`config.mk`:
```
export PLATFORM = sky130hd
export DESIGN_NAME = yuyv_to_rgba_converter_top
export DESIGN_NICKNAME = d
export VERILOG_FILES = /design/src/rtl/core/yrc_pkg.sv /design/src/rtl/core/yuyv_to_rgba_converter_top.sv /design/src/rtl/core/yrc_lane.sv /design/src/rtl/core/yrc_merge.sv
export SDC_FILE = /design/constraint.sdc
export NUM_CORES = 1
export LEC_CHECK = 0
export ABC_CLOCK_PERIOD_IN_PS = 5800
export BUFFER_PORTS_ARGS = -buffer_cell sky130_fd_sc_hd__buf_2
export CORE_MARGIN = 4
export CORE_UTILIZATION = 30
export DETAILED_ROUTE_END_ITERATION = 10
export SYNTH_ARGS = -nofsm -noshare
export SYNTH_HDL_FRONTEND = slang
export SYNTH_SLANG_ARGS = --single-unit
```
`constraint.sdc`:
```
create_clock -name clk_i -period 5.8 [get_ports clk_i]
set_input_delay 0.58 -clock clk_i [delete_from_list [all_inputs] [get_ports clk_i]]
set_output_delay 0.58 -clock clk_i [all_outputs]
set_load 0.01 [all_outputs]
```
`src/rtl/core/yrc_pkg.sv`:
```
// Shared types and constants for the packed 4:2:2 to RGB converter.
package yrc_pkg;

  // Configuration register
  localparam int unsigned CFG_W           = 11;
  localparam logic [CFG_W-1:0] FRAME_WIDTH_RST = 11'd640;
  localparam int unsigned MAX_WIDTH_DEF   = 1024;

  // Q2.10 conversion coefficients
  localparam logic signed [12:0] K_Y  = 13'sd1192;
  localparam logic signed [12:0] K_RV = 13'sd1634;
  localparam logic signed [12:0] K_GU = 13'sd401;
  localparam logic signed [12:0] K_GV = 13'sd833;
  localparam logic signed [12:0] K_BU = 13'sd2065;

  // Offsets of the studio-range inputs
  localparam logic signed [8:0] Y_OFS = 9'sd16;
  localparam logic signed [8:0] C_OFS = 9'sd128;

  // Width of the products and sums inside a lane
  localparam int unsigned PROD_W = 22;

  // One RGB pixel, red in the lowest byte
  typedef struct packed {
    logic [7:0] blue;
    logic [7:0] green;
    logic [7:0] red;
  } yrc_pix_t;

  // Per-item control carried along the lanes
  typedef struct packed {
    logic two_pix;
    logic row_end;
  } yrc_ctrl_t;

  // One output beat as held in the merge stage
  typedef struct packed {
    yrc_pix_t pix;
    logic     last_of_pair;
    logic     row_end;
  } yrc_beat_t;

endpackage

```
`src/rtl/core/yuyv_to_rgba_converter_top.sv`:
```
// Top level of the packed 4:2:2 (YUYV) to RGB converter, BT.601 studio range.
//
// Usage:
//  - Slave stream: one beat per pixel pair, tdata = {V, Y1, U, Y0} with Y0 lowest.
//  - Master stream: one beat per RGB pixel, red in the lowest byte; tuser marks
//    the last pixel of an input pair, tlast marks the last pixel of a row.
//  - Config channel: writes frame_width (pixels per row, 2..MAX_WIDTH, may be
//    odd; out-of-range values saturate). Write only while the block is idle.
//  - A pair at the end of an odd-width row yields one pixel, with V taken as U.
//  - A pair passes the decode, product, saturation and merge registers before
//    its first pixel shows on the master side; the second follows once taken.
//  - Throughput: one output pixel per cycle while the receiver is ready, set by
//    the single-pixel master port; after a two-pixel pair the slave side waits
//    for its second beat to leave, and takes a one-pixel pair every cycle.
//  - Reset clears the column counter and all pipeline valids, and sets
//    frame_width to 640.
//  - When the receiver stalls, the merge stage holds its beats and the lane
//    pipeline stalls behind it; no data is lost or repeated.
module yuyv_to_rgba_converter_top #(
  parameter int unsigned MAX_WIDTH = yrc_pkg::MAX_WIDTH_DEF
) (
  input  logic                      clk_i,
  input  logic                      rst_ni,
  // configuration
  input  logic                      cfg_valid_i,
  output logic                      cfg_ready_o,
  input  logic [yrc_pkg::CFG_W-1:0] cfg_data_i,
  // pixel pairs in
  input  logic                      s_axis_tvalid_i,
  output logic                      s_axis_tready_o,
  input  logic [31:0]               s_axis_tdata_i,  // luma_first, chroma_blue,
                                                     // luma_second, chroma_red
  // pixels out
  output logic                      m_axis_tvalid_o,
  input  logic                      m_axis_tready_i,
  output logic [23:0]               m_axis_tdata_o,  // red, green, blue
  output logic                      m_axis_tuser_o,  // last_of_pair
  output logic                      m_axis_tlast_o   // row_end
);

  localparam int unsigned COLW = (MAX_WIDTH > 2) ? $clog2(MAX_WIDTH) : 1;
  localparam int unsigned WW   = $clog2(MAX_WIDTH + 1);
  localparam int unsigned CMPW = ((WW > yrc_pkg::CFG_W) ? WW : yrc_pkg::CFG_W) + 2;
  localparam logic [CMPW-1:0] MAXW_C = CMPW'(MAX_WIDTH);
  localparam logic [CMPW-1:0] MINW_C = CMPW'(2);

  logic [yrc_pkg::CFG_W-1:0] frame_width_q;
  logic [COLW-1:0]           column_q, column_d;

  logic [CMPW-1:0] width_raw, width_eff, col_p1, col_p2;
  logic            single, end_two, accept, adv, merge_ready;

  logic [7:0] y0_in, u_in, y1_in, v_in;

  // decode stage
  logic               v1_q, v2_q, v3_q;
  logic [7:0]         y0_q, y1_q, u_q, ve_q;
  yrc_pkg::yrc_ctrl_t ctrl1_q, ctrl2_q, ctrl3_q, ctrl_d;
  yrc_pkg::yrc_pix_t  px0, px1;

  assign cfg_ready_o = 1'b1;

  always_ff @(posedge clk_i or negedge rst_ni) begin
    if (!rst_ni) begin
      frame_width_q <= yrc_pkg::FRAME_WIDTH_RST;
    end else if (cfg_valid_i) begin
      frame_width_q <= cfg_data_i;
    end
  end

  assign y0_in = s_axis_tdata_i[7:0];
  assign u_in  = s_axis_tdata_i[15:8];
  assign y1_in = s_axis_tdata_i[23:16];
  assign v_in  = s_axis_tdata_i[31:24];

  // Saturate the width and place the pair in the row
  always_comb begin
    width_raw = CMPW'(frame_width_q);
    if (width_raw < MINW_C) begin
      width_eff = MINW_C;
    end else if (width_raw > MAXW_C) begin
      width_eff = MAXW_C;
    end else begin
      width_eff = width_raw;
    end
    col_p1  = CMPW'(column_q) + CMPW'(1);
    col_p2  = CMPW'(column_q) + CMPW'(2);
    single  = (col_p1 >= width_eff);
    end_two = (col_p2 >= width_eff);
    ctrl_d.two_pix = !single;
    ctrl_d.row_end = single || end_two;
    column_d = (single || end_two) ? '0 : col_p2[COLW-1:0];
  end

  // The whole lane pipeline advances when its last stage is free
  assign adv             = !v3_q || merge_ready;
  assign s_axis_tready_o = adv;
  assign accept          = s_axis_tvalid_i && adv;

  always_ff @(posedge clk_i or negedge rst_ni) begin
    if (!rst_ni) begin
      column_q <= '0;
      v1_q     <= 1'b0;
      v2_q     <= 1'b0;
      v3_q     <= 1'b0;
    end else begin
      if (accept) begin
        column_q <= column_d;
      end
      if (adv) begin
        v1_q <= accept;
        v2_q <= v1_q;
        v3_q <= v2_q;
      end
    end
  end

  // Hold the decoded samples and control alongside the lanes
  always_ff @(posedge clk_i) begin
    if (adv) begin
      y0_q    <= y0_in;
      y1_q    <= y1_in;
      u_q     <= u_in;
      ve_q    <= single ? u_in : v_in;
      ctrl1_q <= ctrl_d;
      ctrl2_q <= ctrl1_q;
      ctrl3_q <= ctrl2_q;
    end
  end

  yrc_lane u_lane0 (
    .clk_i  (clk_i),
    .en_i   (adv),
    .luma_i (y0_q),
    .cb_i   (u_q),
    .cr_i   (ve_q),
    .pix_o  (px0)
  );

  yrc_lane u_lane1 (
    .clk_i  (clk_i),
    .en_i   (adv),
    .luma_i (y1_q),
    .cb_i   (u_q),
    .cr_i   (ve_q),
    .pix_o  (px1)
  );

  yrc_merge u_merge (
    .clk_i           (clk_i),
    .rst_ni          (rst_ni),
    .in_valid_i      (v3_q),
    .ctrl_i          (ctrl3_q),
    .px0_i           (px0),
    .px1_i           (px1),
    .ready_o         (merge_ready),
    .m_axis_tvalid_o (m_axis_tvalid_o),
    .m_axis_tready_i (m_axis_tready_i),
    .m_axis_tdata_o  (m_axis_tdata_o),
    .m_axis_tuser_o  (m_axis_tuser_o),
    .m_axis_tlast_o  (m_axis_tlast_o)
  );

endmodule

```
`src/rtl/core/yrc_lane.sv`:
```
// One conversion lane: YUV sample to saturated RGB in two register stages.
module yrc_lane (
  input  logic              clk_i,
  input  logic              en_i,
  input  logic [7:0]        luma_i,
  input  logic [7:0]        cb_i,
  input  logic [7:0]        cr_i,
  output yrc_pkg::yrc_pix_t pix_o
);

  localparam int unsigned PW = yrc_pkg::PROD_W;

  localparam logic signed [PW-1:0] KY_W  = PW'(yrc_pkg::K_Y);
  localparam logic signed [PW-1:0] KRV_W = PW'(yrc_pkg::K_RV);
  localparam logic signed [PW-1:0] KGU_W = PW'(yrc_pkg::K_GU);
  localparam logic signed [PW-1:0] KGV_W = PW'(yrc_pkg::K_GV);
  localparam logic signed [PW-1:0] KBU_W = PW'(yrc_pkg::K_BU);

  // Floor by 10 bits and saturate to 0..255
  function automatic logic [7:0] sat_q10(input logic signed [PW-1:0] sum);
    logic [7:0] res;
    if (sum[PW-1]) begin
      res = 8'd0;
    end else if (|sum[PW-2:18]) begin
      res = 8'hFF;
    end else begin
      res = sum[17:10];
    end
    return res;
  endfunction

  logic signed [8:0]    c_s, d_s, e_s;
  logic signed [PW-1:0] c_w, d_w, e_w;

  logic signed [PW-1:0] base_q, rv_q, gu_q, gv_q, bu_q;
  logic signed [PW-1:0] sum_r, sum_g, sum_b;
  yrc_pkg::yrc_pix_t    pix_q;

  // Remove the offsets
  always_comb begin
    c_s = signed'({1'b0, luma_i}) - yrc_pkg::Y_OFS;
    d_s = signed'({1'b0, cb_i}) - yrc_pkg::C_OFS;
    e_s = signed'({1'b0, cr_i}) - yrc_pkg::C_OFS;
    c_w = PW'(c_s);
    d_w = PW'(d_s);
    e_w = PW'(e_s);
  end

  // Register the coefficient products
  always_ff @(posedge clk_i) begin
    if (en_i) begin
      base_q <= c_w * KY_W;
      rv_q   <= e_w * KRV_W;
      gu_q   <= d_w * KGU_W;
      gv_q   <= e_w * KGV_W;
      bu_q   <= d_w * KBU_W;
    end
  end

  // Sum per channel
  always_comb begin
    sum_r = base_q + rv_q;
    sum_g = base_q - gu_q - gv_q;
    sum_b = base_q + bu_q;
  end

  // Register the saturated channels
  always_ff @(posedge clk_i) begin
    if (en_i) begin
      pix_q.red   <= sat_q10(sum_r);
      pix_q.green <= sat_q10(sum_g);
      pix_q.blue  <= sat_q10(sum_b);
    end
  end

  assign pix_o = pix_q;

endmodule

```
`src/rtl/core/yrc_merge.sv`:
```
// Merge: sends an item's lane pixels one beat each; a one-pixel item sends only px0.
module yrc_merge (
  input  logic               clk_i,
  input  logic               rst_ni,
  input  logic               in_valid_i,
  input  yrc_pkg::yrc_ctrl_t ctrl_i,
  input  yrc_pkg::yrc_pix_t  px0_i,
  input  yrc_pkg::yrc_pix_t  px1_i,
  output logic               ready_o,
  output logic               m_axis_tvalid_o,
  input  logic               m_axis_tready_i,
  output logic [23:0]        m_axis_tdata_o,  // red [7:0], green [15:8], blue [23:16]
  output logic               m_axis_tuser_o,  // last_of_pair
  output logic               m_axis_tlast_o   // row_end
);

  logic [1:0]         cnt_q, cnt_d;
  yrc_pkg::yrc_beat_t slot0_q, slot0_d, slot1_q, slot1_d;
  logic               fire, load;

  assign fire    = (cnt_q != 2'd0) && m_axis_tready_i;
  assign ready_o = (cnt_q == 2'd0) || ((cnt_q == 2'd1) && m_axis_tready_i);
  assign load    = in_valid_i && ready_o;

  // Load a new item or advance the second beat to the head
  always_comb begin
    cnt_d   = cnt_q;
    slot0_d = slot0_q;
    slot1_d = slot1_q;
    if (load) begin
      slot0_d.pix = px0_i;
      slot1_d.pix = px1_i;
      if (ctrl_i.two_pix) begin
        slot0_d.last_of_pair = 1'b0;
        slot0_d.row_end      = 1'b0;
        slot1_d.last_of_pair = 1'b1;
        slot1_d.row_end      = ctrl_i.row_end;
        cnt_d                = 2'd2;
      end else begin
        slot0_d.last_of_pair = 1'b1;
        slot0_d.row_end      = 1'b1;
        slot1_d.last_of_pair = 1'b1;
        slot1_d.row_end      = 1'b1;
        cnt_d                = 2'd1;
      end
    end else if (fire) begin
      slot0_d = slot1_q;
      cnt_d   = cnt_q - 2'd1;
    end
  end

  always_ff @(posedge clk_i or negedge rst_ni) begin
    if (!rst_ni) begin
      cnt_q <= 2'd0;
    end else begin
      cnt_q <= cnt_d;
    end
  end

  // Hold the beat payloads
  always_ff @(posedge clk_i) begin
    slot0_q <= slot0_d;
    slot1_q <= slot1_d;
  end

  assign m_axis_tvalid_o = (cnt_q != 2'd0);
  assign m_axis_tdata_o  = slot0_q.pix;
  assign m_axis_tuser_o  = slot0_q.last_of_pair;
  assign m_axis_tlast_o  = slot0_q.row_end;

endmodule
```
==> out/results.txt, run 1 <==
CTS Buf Count: 35
Ys flop type: edfxtp_1
Final GP Congestion: 0.8624
WP data required: 6.08 ns
Synth Cell Area: 21,040 um2
Drt pass-1 iters: 5
Total global routing overflow: 0
N_diodes: 0
Critical Path Fanout Max: 9
Status: completed
Core area: 69,070 um2
Fin nets: 2,506
Syn avg cell area: 11.22 um2
Synth Register Bits: 268
Critical Path Sink: u_lane0.base_q[20]
MaxCap Viol Count: 0
Clock root buffer: clkbuf_16
Hold-fix buffers, CTS: 0
CTS tree: built
Via count of the first global-routing pass: 13,780
Type of element capturing the critical path: flip-flop
Async SR Flop Fraction: 0.09328
Number of flops mapped to enable cells by yosys: 243
Clock Skew: 0.02437 ns
WL final: 46.45 mm
Fin Setup TNS: 0 ns
Slew Viols, Final: 0
Cts repair resizes: 0
Final hold vios: 0
First-pass GRT wire length: 73.93 mm
Critical Path Start: y0_q[4]
Worst Max-Slew Pin Slew: 1.039 ns
Final Critical Period: 5.146 ns
Vias: 13,610
Filler cell count: 6,786
RR Startpoint: y0_q[4]
Port bufs: 75
Largest net degree at the start of global routing: 120
Setup ws final: 0.6543 ns
Latest clock arrival within the worst-skew pair: 0.55 ns
Max clock buf depth: 3
Die W: 272.9 um
Total track usage: 0.1240
Die height: 272.9 um
CTS Sinks: 268
Initial core utilization: 0.3047
Post-DP HPWL: 37.76 mm
Remaining DRCs: 0
Worst-path clk slew: 0.06 ns
DR WL/cell: 15.87 um
Register area share after synthesis: 0.3766
Post-CTS Setup Repair Bufs: 0
Antenna violations before repair: 1
IO Pins: 77
Layout cells sized above 1: 0.09023
Multi-input gate area: 12,140 um2
Die area: 74,450 um2
Final setup viols: 0
Worst slew margin: 0.3075
R2R cell count: 18
Crit Reg-Reg Endpoint: u_lane0.base_q[20]
Final worst-path cycle share: 0.8872
Mapped Cells: 1,875
FF/Latch Area: 7925 um2
Kind of critical path: reg -> reg
Pre-CTS WS: 0.6352 ns
DRT iter0 DRCs: 622
P&R area growth vs syn: 12.39%
# rows: 96
Critical Path Source Type: flip-flop
RSZ-0062 raised after global routing: no
Synth Warn #: 0
DRT antenna net count: 0
Yosys cell types: 76
WP data arrival: 5.43 ns
Reg2Reg Setup Slack: 0.65 ns
Worst min path class: in -> async
H-Tree Level Count: 2
Syn Nets: 2,408
Fmax: 194.3 MHz
Post-DR vias/cell: 4.652
worst max-delay path, stage by stage, from the launching register on:
cell and delay, ns:
edfxtp_1 0.42, inv_1 0.20, ha_1 0.21, nor3b_1 0.58
buf_4 0.29, ha_1 0.24, ha_1 0.27, inv_1 0.07
fa_1 0.51, fa_1 0.54, inv_1 0.05, ha_1 0.29
a21boi_0 0.21, o21ai_0 0.14, a21o_1 0.21, a21oi_1 0.18
o21a_1 0.15, o21ai_0 0.09, a31o_2 0.25
worst min-delay path by stage:
| stage | from | endpoint | slack, ns | cells past startpoint |
|---|---|---|---|---|
| floorplan | rst_ni | column_q[1] | 0.28 | 0 |
| global placement | ctrl1_q[1] | ctrl2_q[1] | 0.40 | 0 |
| detailed placement | ctrl2_q[0] | ctrl3_q[0] | 0.40 | 0 |
| CTS | rst_ni | column_q[9] | 0.03 | 1 |
| global route | rst_ni | column_q[3] | 0.07 | 1 |
| finish | rst_ni | column_q[5] | 0.05 | 1 |
placed cells by master (no fill, tap or decap), types with 15 or more instances in the layout:
| cell type | count |
|---|---|
| ha_1 | 392 |
| inv_1 | 243 |
| edfxtp_1 | 243 |
| nand2_1 | 138 |
| a21oi_1 | 110 |
| fa_1 | 93 |
| xnor2_1 | 86 |
| buf_2 | 75 |
| nor2_1 | 70 |
| o21ai_0 | 51 |
| xor2_1 | 43 |
| a21o_1 | 39 |
| clkbuf_16 | 36 |
| nand3_1 | 35 |
| o21a_1 | 32 |
| dfrtp_1 | 23 |
| nor3_1 | 21 |
| nor2b_1 | 21 |
| mux2_2 | 21 |
| nand2b_1 | 15 |
sequential cells by signal (all words and copies together) (netlist names), 2 cells and up:
register and count:
y0_q 8, u_lane0.pix_o 24, ctrl1_q 2, ctrl2_q 2, ve_q 8, u_lane1.base_q 18
u_lane1.rv_q 16, ctrl3_q 2, u_q 8, u_lane0.bu_q 22, u_lane1.pix_o 24, frame_width_q 11
u_lane0.gu_q 12, column_q 9, u_lane0.gv_q 20, u_lane0.base_q 18, u_merge.m_axis_tdata_o 24, u_merge.slot1_q 25
y1_q 8, u_merge.cnt_q 2
kinds of logic after synthesis:
logic type / after synthesis / synth area share
AO/OA/AOI/OAI: 335 / 0.1035
XOR/XNOR: 130 / 0.05446
adder cells (fa/ha/maj): 485 / 0.3215
buffers and inverters: 263 / 0.04745
flip-flops: 268 / 0.3766
multiplexers: 23 / 0.01219
other: 2 / 0.0003569
AND/OR/NAND/NOR: 369 / 0.08389
metal layers:
layer | track usage | part of all wire | vias up
li1 | - | - | 6822
met5 | 0 | 0 | -
met1 | 0.1725 | 0.49 | 6488
met3 | 0.02028 | 0.038 | 65
met2 | 0.2018 | 0.45 | 237
met4 | 0.03199 | 0.023 | 0
synth_stat cells, types with 22 or more instances:
master    number  share of area
inv_1        243          0.043
o21ai_0       51          0.012
a21oi_1      110          0.026
nand2_1      139          0.025
xnor2_1       86          0.036
xor2_1        43          0.018
ha_1         392           0.23
edfxtp_1     243           0.35
o21a_1        32          0.011
nor2_1        70          0.012
nor2b_1       22         0.0065
fa_1          93          0.088
nand3_1       35         0.0083
dfrtp_1       23          0.027
a21o_1        39          0.014
cell type report:
class / instances / share of cell area
clock buffer: 42 / 0.03946
timing repair buffer: 79 / 0.01767
clock inverter: 17 / 0.006401
tap: 931 / 0.04925
inverter: 245 / 0.03888
multi-input combinational: 1344 / 0.5133
sequential: 268 / 0.3351
metrics by stage:
stage | std cells | cell area [um2] | utilization | hold WS, ns
4_1_cts | 2926 | 23650 | 0.3424 | 0.02985
2_1_floorplan | 1875 | 21050 | - | 0.2844
3_5_place_dp | 2867 | 22570 | 0.3267 | 0.4045
6_report | 2926 | 23650 | 0.3424 | 0.04706
3_3_place_gp | 2867 | 22570 | 0.3267 | 0.4012
5_1_grt | 2926 | 23650 | 0.3424 | 0.06940
Power of run 1 is left out: the tool's default activity adds up to more than one toggle a clock period on the data nets, which glitch-free logic cannot reach.
==> run 2: changes to the inputs <==
--- a/config.mk
+++ b/config.mk
@@ -12,4 +12,5 @@
 export DETAILED_ROUTE_END_ITERATION = 10
 export SYNTH_ARGS = -nofsm -noshare
 export SYNTH_HDL_FRONTEND = slang
+export SYNTH_HIERARCHICAL = 1
 export SYNTH_SLANG_ARGS = --single-unit
==> out/results.txt, run 2 <==
Status: completed
DRT iter0 DRCs: 894 (+44%)
DR WL/cell: 15.83 um (-0.30%)
Fin nets: 3,297 (+32%)
Syn Nets: 3,182 (+32%)
Largest net degree at the start of global routing: 121 (+0.83%)
CTS tree: built
Clock Skew: 0.01720 ns (-0.007169 ns)
Via count of the first global-routing pass: 17,650 (+28%)
Final hold vios: 0 (unchanged)
Antenna violations before repair: 3 (+2)
Most frequent cells in the layout: 564 x ha_1, 392 x inv_1, 313 x edfxtp_1
Hold-fix buffers, CTS: 0 (unchanged)
Worst Max-Slew Pin Slew: 1.040 ns (+0.001579 ns)
Worst min path class: in -> async
Die height: 314.0 um (+15%)
Post-DP HPWL: 49.24 mm (+30%)
WL final: 60.68 mm (+31%)
Drt pass-1 iters: 5 (unchanged)
Latest clock arrival within the worst-skew pair: 0.57 ns (+0.02 ns)
Slew Viols, Final: 0 (unchanged)
Layout cells sized above 1: 0.1004 (+0.01020)
RR Startpoint: y1_q[4]
Total track usage: 0.1249 (+0.0008562)
WP data required: 6.23 ns (+0.15 ns)
RSZ-0062 raised after global routing: no
Cts repair resizes: 0 (unchanged)
Crit Reg-Reg Endpoint: u_lane1/base_q[18]
Mapped Cells: 2,442 (+30%)
Die W: 314.0 um (+15%)
Reg2Reg Setup Slack: 0.94 ns (+0.28 ns)
Utilization after layout: 0.3409 (-0.001596)
Critical Path Fanout Max: 12 (+3)
Final setup viols: 0 (unchanged)
H-Tree Level Count: 2 (unchanged)
Post-CTS Setup Repair Bufs: 0 (unchanged)
Fin Setup TNS: 0 ns (unchanged)
Final worst-path cycle share: 0.8387 (-0.04849)
P&R area growth vs syn: 11.93%
Kind of critical path: reg -> reg
Critical Path Source Type: flip-flop
Initial core utilization: 0.3045 (about the same)
Yosys top cell by area: edfxtp_1
Yosys cell types: 100 (+32%)
Register area share after synthesis: 0.3571 (-0.01955)
Fmax: 205.6 MHz (+5.8%)
Post-DR vias/cell: 4.595 (-1.2%)
Area contributors post-synth: edfxtp_1 33%, ha_1 25%, fa_1 9.1%, inv_1 5.2%, xnor2_1 3.6%
Filler cell count: 9,216 (+36%)
MaxCap Viol Count: 0 (unchanged)
Synth Register Bits: 338 (+26%)
CTS Buf Count: 41 (+17%)
Remaining DRCs: 0 (unchanged)
DRT antenna net count: 0 (unchanged)
Worst slew margin: 0.3057 (-0.001817)
# rows: 111 (+16%)
Async SR Flop Fraction: 0.07396 (-0.01932)
Vias: 17,620 (+29%)
Core area: 92,220 um2 (+34%)
Final GP Congestion: 0.8229 (-4.6%)
Total global routing overflow: 0 (unchanged)
Most flop-heavy register: u_merge/slot1_q
Synth top area share: 0.3347 (-0.01207)
Die area: 98,570 um2 (+32%)
Type of element capturing the critical path: flip-flop
Max reg flops: 25 (unchanged)
R2R cell count: 18 (unchanged)
WP data arrival: 5.29 ns (-0.14 ns)
Port bufs: 75 (unchanged)
Syn avg cell area: 11.50 um2 (+2.5%)
Number of flops mapped to enable cells by yosys: 313 (+29%)
Final Critical Period: 4.864 ns (-0.2813 ns)
Most common cell after layout, fill and taps aside: ha_1
IO Pins: 77 (unchanged)
Commonest cells in the netlist: 564 x ha_1, 392 x inv_1, 313 x edfxtp_1, 137 x a21oi_1, 128 x fa_1
Synth Cell Area: 28,080 um2 (+33%)
First-pass GRT wire length: 97.36 mm (+32%)
Most common cell in the netlist: ha_1
Max clock buf depth: 3 (unchanged)
Synth Warn #: 6 (+6)
Ys flop type: edfxtp_1
Worst-path clk slew: 0.06 ns (about the same)
CTS Sinks: 338 (+26%)
Clock root buffer: clkbuf_16
[run 2: worst max-delay path by stage]
| stage | endpoint | cells after the start | slack, ns | from |
|---|---|---|---|---|
| 2_1_floorplan | u_lane1/base_q[18] | 17 | 0.80 | y1_q[4] |
| 3_3_place_gp | u_lane0/rv_q[19] | 18 | 0.99 | ve_q[7] |
| 5_1_grt | u_lane0/rv_q[19] | 18 | 0.54 | ve_q[7] |
| 3_5_place_dp | u_lane1/gu_q[17] | 16 | 0.92 | u_q[7] |
| 6_report | u_lane1/base_q[18] | 18 | 0.94 | y1_q[4] |
| 4_1_cts | u_lane1/gu_q[17] | 16 | 0.91 | u_q[7] |
[run 2: logic make-up (layout without fill, tap and decap cells)]
| family | after synthesis | after routing | share of synthesized area |
|---|---|---|---|
| flops | 338 | 338 | 0.3571 |
| simple gates | 339 | 339 | 0.06331 |
| other cells | 2 | 4 | 0.0002674 |
| fa+ha+maj | 692 | 692 | 0.3425 |
| buf+inv | 410 | 557 | 0.05685 |
| compound gates | 442 | 442 | 0.1050 |
| xor+xnor | 169 | 169 | 0.05297 |
| mux | 50 | 50 | 0.02201 |
[run 2: routing by layer]
| layer | wire [um] | part of all wire | GRT usage |
|---|---|---|---|
| met5 | 13 | 0.00021 | 0 |
| met4 | 1065 | 0.018 | 0.02562 |
| met3 | 2386 | 0.039 | 0.02129 |
| met2 | 26390 | 0.43 | 0.1952 |
| met1 | 30820 | 0.51 | 0.1818 |
[run 2: critical path, cell delays in order (launching register included)]
cell	delay, ns
edfxtp_1	0.40
inv_1	0.20
ha_1	0.22
nor3b_1	0.20
buf_4	0.23
ha_1	0.28
ha_1	0.30
inv_1	0.07
fa_1	0.44
fa_1	0.57
inv_1	0.05
ha_1	0.32
o21ai_0	0.11
a21boi_0	0.14
o21ai_0	0.18
nand2b_1	0.11
a221oi_1	0.48
o211a_1	0.27
o311a_1	0.17
[run 2: final cells by class]
cell class / count / area (um2) / area share
repair buffers: 90 / 500.5 / 0.01592
well taps: 1243 / 1555 / 0.04948
inverters: 392 / 1471 / 0.04681
clock buffers: 49 / 1077 / 0.03427
flip-flops and latches: 338 / 10030 / 0.3190
clock inverters: 26 / 324.1 / 0.01031
diodes: 2 / 5.005 / 0.0001592
multi-input cells: 1694 / 16470 / 0.5240
[run 2: metrics by stage]
step	instances	setup slack, ns	hold slack, ns	cell area (um2)
finish	3834	0.9355	0.02819	31430
global route	3832	0.5421	0.05112	31430
CTS	3832	0.9135	0.001641	31430
detailed placement	3757	0.9178	0.4045	30030
global placement	3757	0.9912	0.4033	30030
floorplan	2442	0.8026	0.2844	28080
Power of run 2 is left out for the same reason.
==> run 3: changes to the inputs <==
--- a/config.mk
+++ b/config.mk
@@ -5,7 +5,7 @@
 export SDC_FILE = /design/constraint.sdc
 export NUM_CORES = 1
 export LEC_CHECK = 0
-export ABC_CLOCK_PERIOD_IN_PS = 5800
+export ABC_CLOCK_PERIOD_IN_PS = 4000
 export BUFFER_PORTS_ARGS = -buffer_cell sky130_fd_sc_hd__buf_2
 export CORE_MARGIN = 4
 export CORE_UTILIZATION = 30
==> constraint.sdc (replaced) <==
create_clock -name clk_i -period 4 [get_ports clk_i]
set_input_delay 0.4 -clock clk_i [delete_from_list [all_inputs] [get_ports clk_i]]
set_output_delay 0.4 -clock clk_i [all_outputs]
set_load 0.01 [all_outputs]
==> out/results.txt, run 3 (synthesis gave the netlist of run 2 again) <==
Die area: 98,570 um2 (unchanged)
Crit Reg-Reg Endpoint: u_lane1/rv_q[19]
Max clock buf depth: 3 (unchanged)
Critical Path Start: ve_q[4]
R2R cell count: 18 (unchanged)
WL final: 66.95 mm (+10%)
CTS tree: built
Initial core utilization: 0.3045 (unchanged)
Hold path depth: 1
Critical Path Source Type: flip-flop
Via count of the first global-routing pass: 19,250 (+9.1%)
Final hold vios: 0 (unchanged)
Post-DP HPWL: 53.53 mm (+8.7%)
IO Pins: 77 (unchanged)
Drt pass-1 iters: 5 (unchanged)
MaxCap Viol Count: 0 (unchanged)
CTS Buf Count: 41 (unchanged)
DRT antenna net count: 0 (unchanged)
Pre-CTS WS: -0.4615 ns (-1.379 ns)
Critical Path Fanout Max: 3 (-9)
Die height: 314.0 um (unchanged)
Failing checks: setup timing
First-pass GRT wire length: 104.9 mm (+7.8%)
Total track usage: 0.1352 (+0.01033)
Post-DR vias/cell: 4.585 (-0.22%)
Placed cells: 3,955 (+5.3%)
Worst min path class: in -> reg
WP data required: 4.32 ns (-1.91 ns)
Final setup viols: 24 (+24)
Post-Place Cell Area: 32,230 um2 (+7.3%)
CTS Sinks: 338 (unchanged)
Fmax: 232.6 MHz (+13%)
DRT iter0 DRCs: 828 (-7.4%)
Finished Cell Area: 35,880 um2 (+14%)
WP data arrival: 4.62 ns (-0.67 ns)
Port bufs: 75 (unchanged)
H-Tree Level Count: 2 (unchanged)
Max reg flops: 25 (unchanged)
Worst Max-Slew Pin Slew: 1.044 ns (+0.003457 ns)
Slew Viols, Final: 0 (unchanged)
Hold slack: 0.04651 ns (+0.01832 ns)
Type of element capturing the critical path: flip-flop
Layout cells sized above 1: 0.2781 (+0.1776)
Die W: 314.0 um (unchanged)
P&R area growth vs syn: 27.78%
Remaining DRCs: 0 (unchanged)
Kind of critical path: reg -> reg
Most flop-heavy register: u_merge/slot1_q
RSZ-0062 raised after global routing: yes
Worst slew margin: 0.3034 (-0.002307)
Status: finished, violations left
Critical Path Sink: u_lane1/rv_q[19]
Fin nets: 3,603 (+9.3%)
DR WL/cell: 16.17 um (+2.2%)
Final GP Congestion: 0.8350 (+1.5%)
Total global routing overflow: 0 (unchanged)
Core area: 92,220 um2 (unchanged)
Clock root buffer: clkbuf_16
Latest clock arrival within the worst-skew pair: 0.57 ns (about the same)
# rows: 111 (unchanged)
Largest net degree at the start of global routing: 72 (-40%)
Most frequent cells in the layout: 471 x ha_1, 337 x inv_1, 313 x edfxtp_1
Vias: 18,980 (+7.7%)
Setup ws final: -0.2989 ns (-1.234 ns)
Antenna violations before repair: 7 (+4)
Most common cell after layout, fill and taps aside: ha_1
Final Critical Period: 4.299 ns (-0.5656 ns)
RR Startpoint: ve_q[4]
Reg2Reg Setup Slack: -0.30 ns (-1.23 ns)
Worst-path clk slew: 0.06 ns (about the same)
Final worst-path cycle share: 1.075 (+0.2360)
Clock Skew: 0.02348 ns (+0.006273 ns)
Post-Layout Cell Count: 4,140 (+8.0%)
## run 3: cell types whose count changed in the layout (fill, tap and decap cells not counted), sizes merged
cell and change:
clkinvlp +3, clkinv +1, dlygate4sd3 +17, inv -6
bufinv +1, clkbuf +1, buf +289
## run 3: worst min-delay path by stage
| stage | from | end | slack, ns |
|---|---|---|---|
| floorplan | rst_ni | column_q[1] | 0.10 |
| global placement | u_lane1/pix_o[2] | u_merge/slot1_q[4] | 0.40 |
| detailed placement | u_lane1/pix_o[11] | u_merge/slot1_q[13] | 0.41 |
| CTS | s_axis_tdata_i[12] | u_q[4] | 0.008 |
| global route | s_axis_tdata_i[12] | u_q[4] | 0.02 |
| finish | s_axis_tdata_i[12] | u_q[4] | 0.05 |
## run 3: layout make-up
| cell class | instances | area (um2) |
|---|---|---|
| fillers | 8900 | 56330 |
| clock inverters | 25 | 336.6 |
| inverters | 392 | 1500 |
| diodes | 2 | 5.005 |
| repair buffers | 396 | 3095 |
| flip-flops and latches | 338 | 10030 |
| multi-input cells | 1694 | 18270 |
| well taps | 1243 | 1555 |
| clock buffers | 50 | 1091 |
## run 3: metal layers
| layer | vias to the layer above | share of wire | GRT usage |
|---|---|---|---|
| met2 | 289 | 0.45 | 0.2195 |
| met5 | - | 0.00072 | 0 |
| met3 | 86 | 0.044 | 0.02571 |
| met4 | 8 | 0.023 | 0.03660 |
| met1 | 9080 | 0.48 | 0.1849 |
| li1 | 9520 | - | - |
## run 3: through the flow
step                      setup TNS, ns  utilization
after CTS                        -3.540       0.3808
after global routing             -9.015       0.3891
after global placement           -5.588       0.3495
after detailed placement         -7.011       0.3495
final                            -3.446       0.3891
after floorplan                  -5.338            -
## run 3: what timing repair did
| item | 4_1_cts | 5_1_grt |
|---|---|---|
| hold buffers | 17 | 0 |
| endpoints found under the hold margin | 39 | 0 |
| setup endpoints to repair | 39 | 51 |
| resized for setup | 134 | 114 |
| buffers inserted | 70 | 43 |
| pin swaps | 170 | 160 |
## run 3: critical path: stages (launching register included)
cell	delay [ns]
edfxtp_1	0.46
buf_6	0.16
ha_4	0.28
inv_2	0.04
fa_1	0.47
inv_1	0.05
fa_1	0.47
inv_1	0.05
fa_1	0.50
inv_1	0.05
ha_1	0.27
a21o_1	0.17
a21oi_2	0.13
nor2b_1	0.07
o211ai_1	0.21
a21oi_1	0.09
a311oi_1	0.28
a21oi_1	0.14
xor2_1	0.16
Power of run 3 is left out for the same reason.
